$ cat config.mk
export PLATFORM = sky130hd
export DESIGN_NAME = swap_block_table_allocator_unit_flat
export DESIGN_NICKNAME = d
export VERILOG_FILES = /design/src/rtl/core/sbta_pkg.sv /design/src/rtl/core/sbta_req_if.sv /design/src/rtl/core/sbta_rsp_if.sv /design/src/rtl/core/sbta_table_mem.sv /design/src/rtl/core/sbta_engine.sv /design/src/rtl/core/swap_block_table_allocator_unit.sv /design/src/flat_wrapper.sv
export VERILOG_INCLUDE_DIRS = /design/src /design/src/rtl/core
export SDC_FILE = /design/constraint.sdc
export NUM_CORES = 2
export LEC_CHECK = 0
export ABC_AREA = 1
export BUFFER_PORTS_ARGS = -buffer_cell sky130_fd_sc_hd__clkbuf_2
export CAP_MARGIN = 20
export CORE_MARGIN = 1.5
export CORE_UTILIZATION = 45
export DETAILED_ROUTE_END_ITERATION = 6
export HOLD_SLACK_MARGIN = 0.15
export PLACE_DENSITY = 0.61
export SYNTH_ARGS = -nofsm -noshare
export SYNTH_HDL_FRONTEND = slang
export SYNTH_HIERARCHICAL = 1
export SYNTH_SLANG_ARGS = --single-unit
$ cat constraint.sdc
create_clock -name clk -period 10 [get_ports clk]
set_clock_uncertainty 0.2 [all_clocks]
set_input_delay 0.5 -clock clk [delete_from_list [all_inputs] [get_ports clk]]
set_output_delay 0.5 -clock clk [all_outputs]
set_load 0.02 [all_outputs]
$ cat src/rtl/core/swap_block_table_allocator_unit_macros.svh
// Assertion macros for the allocator RTL.
// Depends on nothing; include from inside a module body.
`ifndef SWAP_BLOCK_TABLE_ALLOCATOR_UNIT_MACROS_SVH
`define SWAP_BLOCK_TABLE_ALLOCATOR_UNIT_MACROS_SVH

// Same-cycle implication, disabled while reset is high.
`define SBTA_ASSERT_NOW(label, clk, rst, ante, cons, msg) \
  label: assert property (@(posedge clk) disable iff (rst) (ante) |-> (cons)) else $error(msg);

// Next-cycle implication, disabled while reset is high.
`define SBTA_ASSERT_NEXT(label, clk, rst, ante, cons, msg) \
  label: assert property (@(posedge clk) disable iff (rst) (ante) |=> (cons)) else $error(msg);

`endif

$ cat src/rtl/core/sbta_pkg.sv
// Shared types and constants for the swap block table allocator.
// No dependencies.
package sbta_pkg;

  localparam int SIZE_W     = 32;
  localparam int FIELD_ID_W = 24;
  localparam int STATUS_W   = 3;
  localparam int USED_W     = 7;
  localparam int CFG_W      = 24;
  localparam int CFG_IDX_W  = 1;

  localparam logic OP_ALLOC = 1'b0;
  localparam logic OP_FREE  = 1'b1;

  localparam logic [CFG_IDX_W-1:0] CFG_SWAP_ENABLE   = 1'b0;
  localparam logic [CFG_IDX_W-1:0] CFG_REGION_BLOCKS = 1'b1;

  typedef enum logic [STATUS_W-1:0] {
    ST_OK       = 3'd0,
    ST_DISABLED = 3'd1,
    ST_FULL     = 3'd2,
    ST_NO_ENTRY = 3'd3,
    ST_IGNORED  = 3'd4
  } status_t;

endpackage

$ cat src/rtl/core/sbta_req_if.sv
// Request channel: allocate / free transactions with valid/ready.
// Depends on sbta_pkg.
interface sbta_req_if;
  import sbta_pkg::*;

  logic                  valid;
  logic                  ready;
  logic                  operation;
  logic [SIZE_W-1:0]     size_bytes;
  logic [FIELD_ID_W-1:0] free_block_id;

  modport source (output valid, operation, size_bytes, free_block_id, input ready);
  modport sink   (input valid, operation, size_bytes, free_block_id, output ready);
endinterface

$ cat src/rtl/core/sbta_rsp_if.sv
// Response channel: one result transaction per request, valid/ready.
// Depends on sbta_pkg.
interface sbta_rsp_if;
  import sbta_pkg::*;

  logic                  valid;
  logic                  ready;
  logic [FIELD_ID_W-1:0] block_id;
  logic [STATUS_W-1:0]   status;
  logic [USED_W-1:0]     entry_count;
  logic [FIELD_ID_W-1:0] next_block;

  modport source (output valid, block_id, status, entry_count, next_block, input ready);
  modport sink   (input valid, block_id, status, entry_count, next_block, output ready);
endinterface

$ cat src/rtl/core/sbta_table_mem.sv
// Entry table storage: one write port, one read port, registered read data.
// No package dependencies.
module sbta_table_mem #(
  parameter int DEPTH  = 64,
  parameter int WIDTH  = 25,
  parameter int ADDR_W = 6
) (
  input  logic              clk,
  input  logic              wr_en,
  input  logic [ADDR_W-1:0] wr_addr,
  input  logic [WIDTH-1:0]  wr_data,
  input  logic [ADDR_W-1:0] rd_addr,
  output logic [WIDTH-1:0]  rd_data
);

  logic [WIDTH-1:0] mem [DEPTH];

  always_ff @(posedge clk) begin
    if (wr_en) begin
      mem[wr_addr] <= wr_data;
    end
  end

  always_ff @(posedge clk) begin
    rd_data <= mem[rd_addr];
  end

endmodule

$ cat src/rtl/core/sbta_engine.sv
// Request sequencer: clearing pass, bounds check, table scan, write-back
// and the response register. Depends on sbta_pkg, the channel interfaces
// and the assertion macro header.
module sbta_engine #(
  parameter int ENTRIES          = 64,
  parameter int BLOCK_BYTES_LOG2 = 12,
  parameter int BLOCK_ID_BITS    = 24,
  parameter int IDX_W            = 6
) (
  input  logic                             clk,
  input  logic                             rst,
  input  logic                             swap_enable,
  input  logic [sbta_pkg::CFG_W-1:0]       region_blocks,
  sbta_req_if.sink                         req,
  sbta_rsp_if.source                       rsp,
  output logic                             mem_wr_en,
  output logic [IDX_W-1:0]                 mem_wr_addr,
  output logic [BLOCK_ID_BITS:0]           mem_wr_data,
  output logic [IDX_W-1:0]                 mem_rd_addr,
  input  logic [BLOCK_ID_BITS:0]           mem_rd_data
);
  import sbta_pkg::*;

  localparam int ID_W  = BLOCK_ID_BITS;
  localparam int CNT_W = $clog2(ENTRIES + 1);
  localparam int BLK_W = SIZE_W + 1 - BLOCK_BYTES_LOG2;
  localparam int MX1   = (ID_W > BLK_W) ? ID_W : BLK_W;
  localparam int MX2   = (MX1 > CFG_W) ? MX1 : CFG_W;
  localparam int SUM_W = MX2 + 1;
  localparam int CMP_W = (ID_W > FIELD_ID_W) ? ID_W : FIELD_ID_W;
  localparam logic [IDX_W-1:0] LAST_IDX = IDX_W'(ENTRIES - 1);
  localparam logic [SIZE_W:0]  ROUND    = (SIZE_W + 1)'((64'd1 << BLOCK_BYTES_LOG2) - 64'd1);

  typedef enum logic [2:0] {S_CLEAR, S_IDLE, S_CHECK, S_SCAN, S_DONE} state_t;

  state_t                state;
  logic [IDX_W-1:0]      clr_addr;
  logic [IDX_W-1:0]      scan_addr;
  logic [IDX_W-1:0]      chk_addr;
  logic                  pend;
  logic                  is_free;
  logic [FIELD_ID_W-1:0] fid;
  logic [BLK_W-1:0]      blocks;
  logic [ID_W-1:0]       bump;
  logic [ID_W-1:0]       bump_sum;
  logic [CNT_W-1:0]      count;
  logic [ID_W-1:0]       res_id;
  status_t               res_status;
  logic                  rsp_valid;
  logic [FIELD_ID_W-1:0] out_id;
  logic [STATUS_W-1:0]   out_status;
  logic [USED_W-1:0]     out_used;
  logic [FIELD_ID_W-1:0] out_next;

  logic [SIZE_W:0]  size_round;
  logic [BLK_W-1:0] blocks_in;
  logic [SUM_W-1:0] sum;
  logic             disabled;
  logic             rd_entry_valid;
  logic [ID_W-1:0]  rd_start;
  logic             entry_match;
  logic             hit;
  logic             miss;

  always_comb begin
    size_round     = {1'b0, req.size_bytes} + ROUND;
    blocks_in      = BLK_W'(size_round >> BLOCK_BYTES_LOG2);
    sum            = SUM_W'(bump) + SUM_W'(blocks);
    disabled       = !swap_enable || (region_blocks == '0);
    rd_entry_valid = mem_rd_data[ID_W];
    rd_start       = mem_rd_data[ID_W-1:0];
    entry_match    = is_free ? (rd_entry_valid && (CMP_W'(rd_start) == CMP_W'(fid)))
                             : !rd_entry_valid;
    hit            = (state == S_SCAN) && pend && entry_match;
    miss           = (state == S_SCAN) && pend && !entry_match && (chk_addr == LAST_IDX);
  end

  // Clearing pass writes zero; a hit writes the claimed or released entry.
  assign mem_wr_en   = (state == S_CLEAR) || hit;
  assign mem_wr_addr = (state == S_CLEAR) ? clr_addr : chk_addr;
  assign mem_wr_data = ((state == S_SCAN) && !is_free) ? {1'b1, bump} : '0;
  assign mem_rd_addr = scan_addr;

  assign req.ready       = (state == S_IDLE);
  assign rsp.valid       = rsp_valid;
  assign rsp.block_id    = out_id;
  assign rsp.status      = out_status;
  assign rsp.entry_count = out_used;
  assign rsp.next_block  = out_next;

  always_ff @(posedge clk) begin
    if (rst) begin
      state     <= S_CLEAR;
      clr_addr  <= '0;
      scan_addr <= '0;
      pend      <= 1'b0;
      bump      <= ID_W'(1);
      count     <= '0;
      rsp_valid <= 1'b0;
    end else begin
      if (rsp_valid && rsp.ready && (state != S_DONE)) begin
        rsp_valid <= 1'b0;
      end
      case (state)
        S_CLEAR: begin
          if (clr_addr == LAST_IDX) begin
            state <= S_IDLE;
          end else begin
            clr_addr <= clr_addr + IDX_W'(1);
          end
        end
        S_IDLE: begin
          if (req.valid) begin
            is_free   <= (req.operation == OP_FREE);
            fid       <= req.free_block_id;
            blocks    <= blocks_in;
            res_id    <= '0;
            scan_addr <= '0;
            pend      <= 1'b0;
            if (req.operation == OP_FREE) begin
              if (req.free_block_id == '0) begin
                res_status <= ST_IGNORED;
                state      <= S_DONE;
              end else begin
                state <= S_SCAN;
              end
            end else if (disabled) begin
              res_status <= ST_DISABLED;
              state      <= S_DONE;
            end else begin
              state <= S_CHECK;
            end
          end
        end
        S_CHECK: begin
          bump_sum <= ID_W'(sum);
          if (sum > SUM_W'(region_blocks)) begin
            res_status <= ST_FULL;
            state      <= S_DONE;
          end else begin
            state <= S_SCAN;
          end
        end
        S_SCAN: begin
          if (hit) begin
            if (!is_free) begin
              res_id <= bump;
              bump   <= bump_sum;
              count  <= count + CNT_W'(1);
            end else begin
              count <= count - CNT_W'(1);
            end
            res_status <= ST_OK;
            state      <= S_DONE;
          end else if (miss) begin
            res_status <= is_free ? ST_IGNORED : ST_NO_ENTRY;
            state      <= S_DONE;
          end else begin
            pend     <= 1'b1;
            chk_addr <= scan_addr;
            if (scan_addr != LAST_IDX) begin
              scan_addr <= scan_addr + IDX_W'(1);
            end
          end
        end
        S_DONE: begin
          if (!rsp_valid || rsp.ready) begin
            rsp_valid  <= 1'b1;
            out_id     <= FIELD_ID_W'(res_id);
            out_status <= res_status;
            out_used   <= USED_W'(count);
            out_next   <= FIELD_ID_W'(bump);
            state      <= S_IDLE;
          end
        end
        default: begin
          state <= S_IDLE;
        end
      endcase
    end
  end

  `include "swap_block_table_allocator_unit_macros.svh"

  `SBTA_ASSERT_NOW(a_wr_only_clear_or_scan, clk, rst, mem_wr_en, (state == S_CLEAR || state == S_SCAN), "table write outside clear or scan")
  `SBTA_ASSERT_NOW(a_count_bound, clk, rst, 1'b1, (count <= CNT_W'(ENTRIES)), "entry count exceeds table depth")
  `SBTA_ASSERT_NEXT(a_accept_busy, clk, rst, (req.valid && req.ready), (state != S_IDLE), "engine idle after accepting a request")
  `SBTA_ASSERT_NEXT(a_hit_done, clk, rst, hit, (state == S_DONE), "table hit did not finish the request")

endmodule

$ cat src/rtl/core/swap_block_table_allocator_unit.sv
// Top level of the swap block table allocator: configuration registers,
// request sequencer and entry table. Depends on sbta_pkg, sbta_req_if,
// sbta_rsp_if, sbta_table_mem and sbta_engine.
//
// Use:
//   req carries one transaction per request: operation (allocate or free),
//   size_bytes for allocate, free_block_id for free. rsp returns exactly one
//   transaction per request: block_id, status, entry_count, next_block.
//   Both channels transfer when valid and ready are high at a clock edge.
//   Write swap_enable (index 0) and region_blocks (index 1) with cfg_write
//   only while no request is in flight.
// Timing:
//   One request at a time. Disabled and zero-id free requests go straight to
//   the result; region-full requests first pass the bounds check. The scan
//   checks one entry per cycle and answers at the matching entry or at the
//   last entry. The next request is taken the cycle after the result loads,
//   so each request holds the block until its result loads.
// Reset:
//   rst (synchronous) resets the counters and then runs a clearing pass that
//   writes zero to every table entry; req.ready stays low until it ends.
// Back-pressure:
//   The result waits in the output register while rsp.ready is low; the
//   next request is still accepted and processed, then holds at its end
//   until the output register frees up.
module swap_block_table_allocator_unit #(
  parameter int ENTRIES          = 64,
  parameter int BLOCK_BYTES_LOG2 = 12,
  parameter int BLOCK_ID_BITS    = 24
) (
  input  logic                           clk,
  input  logic                           rst,
  input  logic                           cfg_write,
  input  logic [sbta_pkg::CFG_IDX_W-1:0] cfg_index,
  input  logic [sbta_pkg::CFG_W-1:0]     cfg_data,
  sbta_req_if.sink                       req,
  sbta_rsp_if.source                     rsp
);
  import sbta_pkg::*;

  localparam int IDX_W = (ENTRIES > 1) ? $clog2(ENTRIES) : 1;
  localparam int MEM_W = BLOCK_ID_BITS + 1;

  logic             swap_enable;
  logic [CFG_W-1:0] region_blocks;

  logic             mem_wr_en;
  logic [IDX_W-1:0] mem_wr_addr;
  logic [MEM_W-1:0] mem_wr_data;
  logic [IDX_W-1:0] mem_rd_addr;
  logic [MEM_W-1:0] mem_rd_data;

  // Hold configuration; the user must write only between requests, the block itself does not enforce it.
  always_ff @(posedge clk) begin
    if (rst) begin
      swap_enable   <= 1'b0;
      region_blocks <= '0;
    end else if (cfg_write) begin
      case (cfg_index)
        CFG_SWAP_ENABLE:   swap_enable   <= cfg_data[0];
        CFG_REGION_BLOCKS: region_blocks <= cfg_data;
        default: begin
        end
      endcase
    end
  end

  // Each entry stores a valid bit above its start block.
  sbta_table_mem #(
    .DEPTH  (ENTRIES),
    .WIDTH  (MEM_W),
    .ADDR_W (IDX_W)
  ) u_table (
    .clk     (clk),
    .wr_en   (mem_wr_en),
    .wr_addr (mem_wr_addr),
    .wr_data (mem_wr_data),
    .rd_addr (mem_rd_addr),
    .rd_data (mem_rd_data)
  );

  // Sequence clear, check, scan and write-back; the scan finishes its write
  // before the next request may read, so no forwarding is needed.
  sbta_engine #(
    .ENTRIES          (ENTRIES),
    .BLOCK_BYTES_LOG2 (BLOCK_BYTES_LOG2),
    .BLOCK_ID_BITS    (BLOCK_ID_BITS),
    .IDX_W            (IDX_W)
  ) u_engine (
    .clk           (clk),
    .rst           (rst),
    .swap_enable   (swap_enable),
    .region_blocks (region_blocks),
    .req           (req),
    .rsp           (rsp),
    .mem_wr_en     (mem_wr_en),
    .mem_wr_addr   (mem_wr_addr),
    .mem_wr_data   (mem_wr_data),
    .mem_rd_addr   (mem_rd_addr),
    .mem_rd_data   (mem_rd_data)
  );

endmodule
$ cat src/flat_wrapper.sv
// flat-port wrapper written by rule: the top's interface ports become plain ports
module swap_block_table_allocator_unit_flat import sbta_pkg::*;
#(
  parameter int ENTRIES          = 64,
  parameter int BLOCK_BYTES_LOG2 = 12,
  parameter int BLOCK_ID_BITS    = 24
)
  (clk, rst, cfg_write, cfg_index, cfg_data, req_valid, req_operation, req_size_bytes, req_free_block_id, req_ready, rsp_valid, rsp_block_id, rsp_status, rsp_entry_count, rsp_next_block, rsp_ready);
  sbta_req_if req_i ();
  sbta_rsp_if rsp_i ();
  input  logic clk;
  input  logic rst;
  input  logic cfg_write;
  input  logic [sbta_pkg::CFG_IDX_W-1:0] cfg_index;
  input  logic [sbta_pkg::CFG_W-1:0] cfg_data;
  input wire logic [$bits(req_i.valid)-1:0] req_valid;
  input wire logic [$bits(req_i.operation)-1:0] req_operation;
  input wire logic [$bits(req_i.size_bytes)-1:0] req_size_bytes;
  input wire logic [$bits(req_i.free_block_id)-1:0] req_free_block_id;
  output wire logic [$bits(req_i.ready)-1:0] req_ready;
  output wire logic [$bits(rsp_i.valid)-1:0] rsp_valid;
  output wire logic [$bits(rsp_i.block_id)-1:0] rsp_block_id;
  output wire logic [$bits(rsp_i.status)-1:0] rsp_status;
  output wire logic [$bits(rsp_i.entry_count)-1:0] rsp_entry_count;
  output wire logic [$bits(rsp_i.next_block)-1:0] rsp_next_block;
  input wire logic [$bits(rsp_i.ready)-1:0] rsp_ready;
  assign req_i.valid = req_valid;
  assign req_i.operation = req_operation;
  assign req_i.size_bytes = req_size_bytes;
  assign req_i.free_block_id = req_free_block_id;
  assign req_ready = req_i.ready;
  assign rsp_valid = rsp_i.valid;
  assign rsp_block_id = rsp_i.block_id;
  assign rsp_status = rsp_i.status;
  assign rsp_entry_count = rsp_i.entry_count;
  assign rsp_next_block = rsp_i.next_block;
  assign rsp_i.ready = rsp_ready;
  swap_block_table_allocator_unit #(.ENTRIES(ENTRIES), .BLOCK_BYTES_LOG2(BLOCK_BYTES_LOG2), .BLOCK_ID_BITS(BLOCK_ID_BITS)) u_core (.clk(clk), .rst(rst), .cfg_write(cfg_write), .cfg_index(cfg_index), .cfg_data(cfg_data), .req(req_i), .rsp(rsp_i));
endmodule
==> key figures <==
Drt
  • Final WL: 222 mm
  • Routed WL per cell: 24.1 µm
  • Initial DRC Count: 6038
  • DR vias/cell: 5.60
  • Number of detailed-route iterations in the first pass: 6
  • DRC errors left: 0
  • ANT nets after route: 0
  • Detailed-route via count: 51.5k

Global route
  • Global Route Usage Sum: 25.1%
  • Global routing usage on met2: 39.5%
  • Largest net degree at the start of global routing: ~340
  • Vias in the first global route: approximately 48k
  • Initial antenna violation count: 9
  • GR Util met1: 34.9%
  • Global-route wire length before repair: 322 mm
  • Top Usage Layer GRT: met2
  • Overflow left after global routing: 0
  • Met3 usage: 4.83%

Power
  • P per Cell Area: approximately 180 nW/µm²
  • P_sw: 3.21 mW
  • Max IR drop VDD: approximately 0.00019 V
  • Internal power: between 10 and 15 mW
  • Total Power: roughly 16 mW
  • Combinational group share of total power: between 1.5 and 2%
  • Switching Share: 20.4%
  • Sequential cell fraction of total power: 53.8%
  • Clk pwr share: ~45%
  • Pleak: 31.1 nW

Clock tree
  • Root buffer cell: clkbuf_16
  • CTS Buf Count: 191
  • Worst-Skew Late Latency: ~840 ps
  • Clock sinks: 1859
  • CTS H-tree depth: 4
  • TritonCTS clock tree: built
  • CTS max path bufs: 3
  • Clock transition at path regs: 60 ps
  • Post-CTS Setup Bufs: 0

Placed design
  • Dpl cells: 8688
  • Half-perimeter wire length after placement: 122 mm
  • Port Buffer Count: 146
  • Global placement routability congestion: 0.944

Worst setup path
  • FF-to-FF setup slack: 5790 ps
  • Worst Path Required: 10490 ps
  • CP cell instances: clkinv_16 > buf_12 > nand2_1 > nand3_1 > nand3_1 > nand2_1 > nand2_1 > nand3_1 > nand3_1 > nand2_1
  • Worst path max stage delay: around 860 ps
  • Arr. time, crit path: roughly 4700 ps
  • Critical path type: flip-flop to flip-flop
  • Worst Setup Start Kind: flip-flop
  • Largest delay share family, worst path: buffers and inverters
  • Crit. End Element: flip-flop
  • Crit path max fanout: 338
  • Worst path buffer plus inverter count: 2
  • Crit-path slowest cell: dfxtp_4

STA
  • Fin. Hold Viols: 0
  • Min Hold Slack: between 200 and 250 ps
  • Final Critical Period: 4210 ps
  • Period Utilization, post-route: ~42%
  • RSZ-0062 raised after global routing: false
  • Actual slew at the worst max-slew pin: 1160 ps
  • Setup TNS: 0 ps
  • Rel. slew slack: a little under a quarter
  • Fin. max-slew vios: 0
  • Setup violators final: 0
  • Fmax: 238 MHz

Floorplanning
  • Die area: approximately 170000 µm²
  • Die H: between 400 and 500 µm
  • Initial Utilization: roughly 45%
  • Core ar.: 170000 µm²
  • FP Rows: 151
  • I/O pins: 147
  • Die X-Extent: 417 µm

Final layout
  • Finished Layout Cells: ~9.2k
  • Sequential cell area: 54900 µm²
  • Area growth, synth to finish: 13.0%
  • Multi-input logic area: 19300 µm²
  • Nets: about 6.9k
  • Fill count: 14.6k
  • Commonest cells after routing, fill and taps aside: nand2_1, edfxtp_1, nand3_1
  • Layout cells sized above 1: 10.1%
  • Commonest non-fill, non-tap cell in the layout: nand2_1

Logic synthesis
  • Ys async rst share: 0%
  • Netlist cell types: 50
  • Top cell type's share of synthesized area: 68.7%
  • Synth Register Bits: ~1.9k
  • Gate count of the mapped netlist: 6573
  • Mapped Nets: about 6.7k
  • EDFF count, synth: between 1.5k and 2k
  • Leading area contributor after synthesis: edfxtp_1
  • Yosys Warn Count: 6
  • Sequential share of the synthesized area: 71.3%
  • Ranking of synthesized cells by area: edfxtp_1, nand2_1, nand3_1, dfxtp_1, buf_6
  • Synth Cell Area: 77000 µm²
  • Avg Cell Area, Syn: 11.7 µm²
  • Most common flop cell mapped by yosys: edfxtp_1

Run
  • # Max-Cap Violations: 0

Worst hold path
  • HP Class: flip-flop to flip-flop

Outcome
  • Outcome: finished, final reports clean
cells by family after synthesis:
logic type                 Yosys count  synth area share, %
adders and majority gates           54                0.897
AOI/OAI and AO/OA                  185                 1.33
xor gates and xnor gates            49                0.558
buffers and inverters              532                 4.23
muxes                                1               0.0146
and+or+nand+nor                   3893                 21.7
DFF                               1859                 71.3
routing by layer:
| layer | part of all wire [%] | wire length, µm |
|---|---|---|
| met1 | 41 | 90900 |
| met4 | 3.7 | 8180 |
| met5 | 0 | 0 |
| met2 | 46 | 103000 |
| met3 | 8.9 | 19800 |
state kept, by name, summed over array words and instances, names as in the netlist, 6 cells and up:
name	cells
u_core/region_blocks	24
u_core/u_engine/blocks	21
u_core/u_engine/bump	24
u_core/u_engine/bump_sum	24
u_core/u_engine/chk_addr	6
u_core/u_engine/clr_addr	6
u_core/u_engine/count	7
u_core/u_engine/fid	24
u_core/u_engine/mem_rd_addr	6
u_core/u_engine/res_id	24
u_core/u_engine/rsp.block_id	24
u_core/u_engine/rsp.entry_count	7
u_core/u_engine/rsp.next_block	24
u_core/u_table/mem	1600
u_core/u_table/rd_data	25
worst paths after layout:
check,startpoint,endpoint,cells past startpoint
worst min-delay path,u_core/u_engine/res_id[18]$_SDFFCE_PN0P_,u_core/u_engine/rsp.block_id[18]$_DFFE_PP_,0
worst max-delay path,u_core/u_engine/mem_rd_addr[0]$_SDFFE_PP0P_,u_core/u_table/rd_data[4]$_DFF_P_,10
worst min register to register,u_core/u_engine/res_id[18]$_SDFFCE_PN0P_,u_core/u_engine/rsp.block_id[18]$_DFFE_PP_,0
worst max register to register,u_core/u_engine/mem_rd_addr[0]$_SDFFE_PP0P_,u_core/u_table/rd_data[4]$_DFF_P_,10
metrics by stage:
| stage | setup slack, ps | utilization [%] | area (µm²) |
|---|---|---|---|
| 2_1_floorplan | 4550 | - | 77000 |
| 3_3_place_gp | 5760 | 46.7 | 79300 |
| 4_1_cts | 5760 | 51.2 | 86900 |
| 6_report | 5790 | 51.3 | 87000 |
| 3_5_place_dp | 5800 | 46.8 | 79400 |
| 5_1_grt | 5630 | 51.3 | 87000 |
power by group through the flow:
stage	combinational, mW	sequential [mW]	clock [mW]
floorplan	0.120	8.63	0
global placement	0.223	8.63	0
finish	0.275	8.47	7.01
CTS	0.268	8.47	7.10
detailed placement	0.226	8.63	0
global route	0.292	8.47	7.40
timing repair:
item,CTS,global route
hold buffers,141,0
gates resized for setup,0,0
hold endpoints to repair,88,0
endpoints found under the setup margin,0,0
final cells by class:
| cell class | instances | area share [%] |
|---|---|---|
| sequential | 1859 | 63.1 |
| multi-input combinational | 4182 | 22.2 |
| clock buffer | 233 | 5.78 |
| timing repair buffer | 420 | 3.79 |
| tap | 2218 | 3.19 |
| clock inverter | 123 | 1.27 |
| inverter | 152 | 0.709 |
| antenna | 2 | 0.00575 |
synth_stat cells, types with 3 or more instances:
| cell type | instances |
|---|---|
| nand2_2 | 12 |
| o21bai_1 | 3 |
| a21oi_1 | 95 |
| ha_1 | 52 |
| edfxtp_1 | 1761 |
| xnor2_1 | 24 |
| a31oi_1 | 4 |
| nor4_1 | 20 |
| nor3_1 | 18 |
| dfxtp_1 | 98 |
| buf_1 | 16 |
| buf_12 | 3 |
| nand3_2 | 12 |
| clkbuf_1 | 39 |
| nand3_1 | 1404 |
| a21o_1 | 3 |
| o21ai_0 | 54 |
| xor2_1 | 25 |
| a21oi_2 | 13 |
| buf_6 | 120 |
| inv_1 | 145 |
| buf_8 | 4 |
| nand4_1 | 33 |
| nand2_1 | 2189 |
| nor2_1 | 192 |
| buf_2 | 196 |
| a211oi_1 | 5 |
| inv_2 | 5 |
Note: power is estimated with default switching activity, not from simulation.
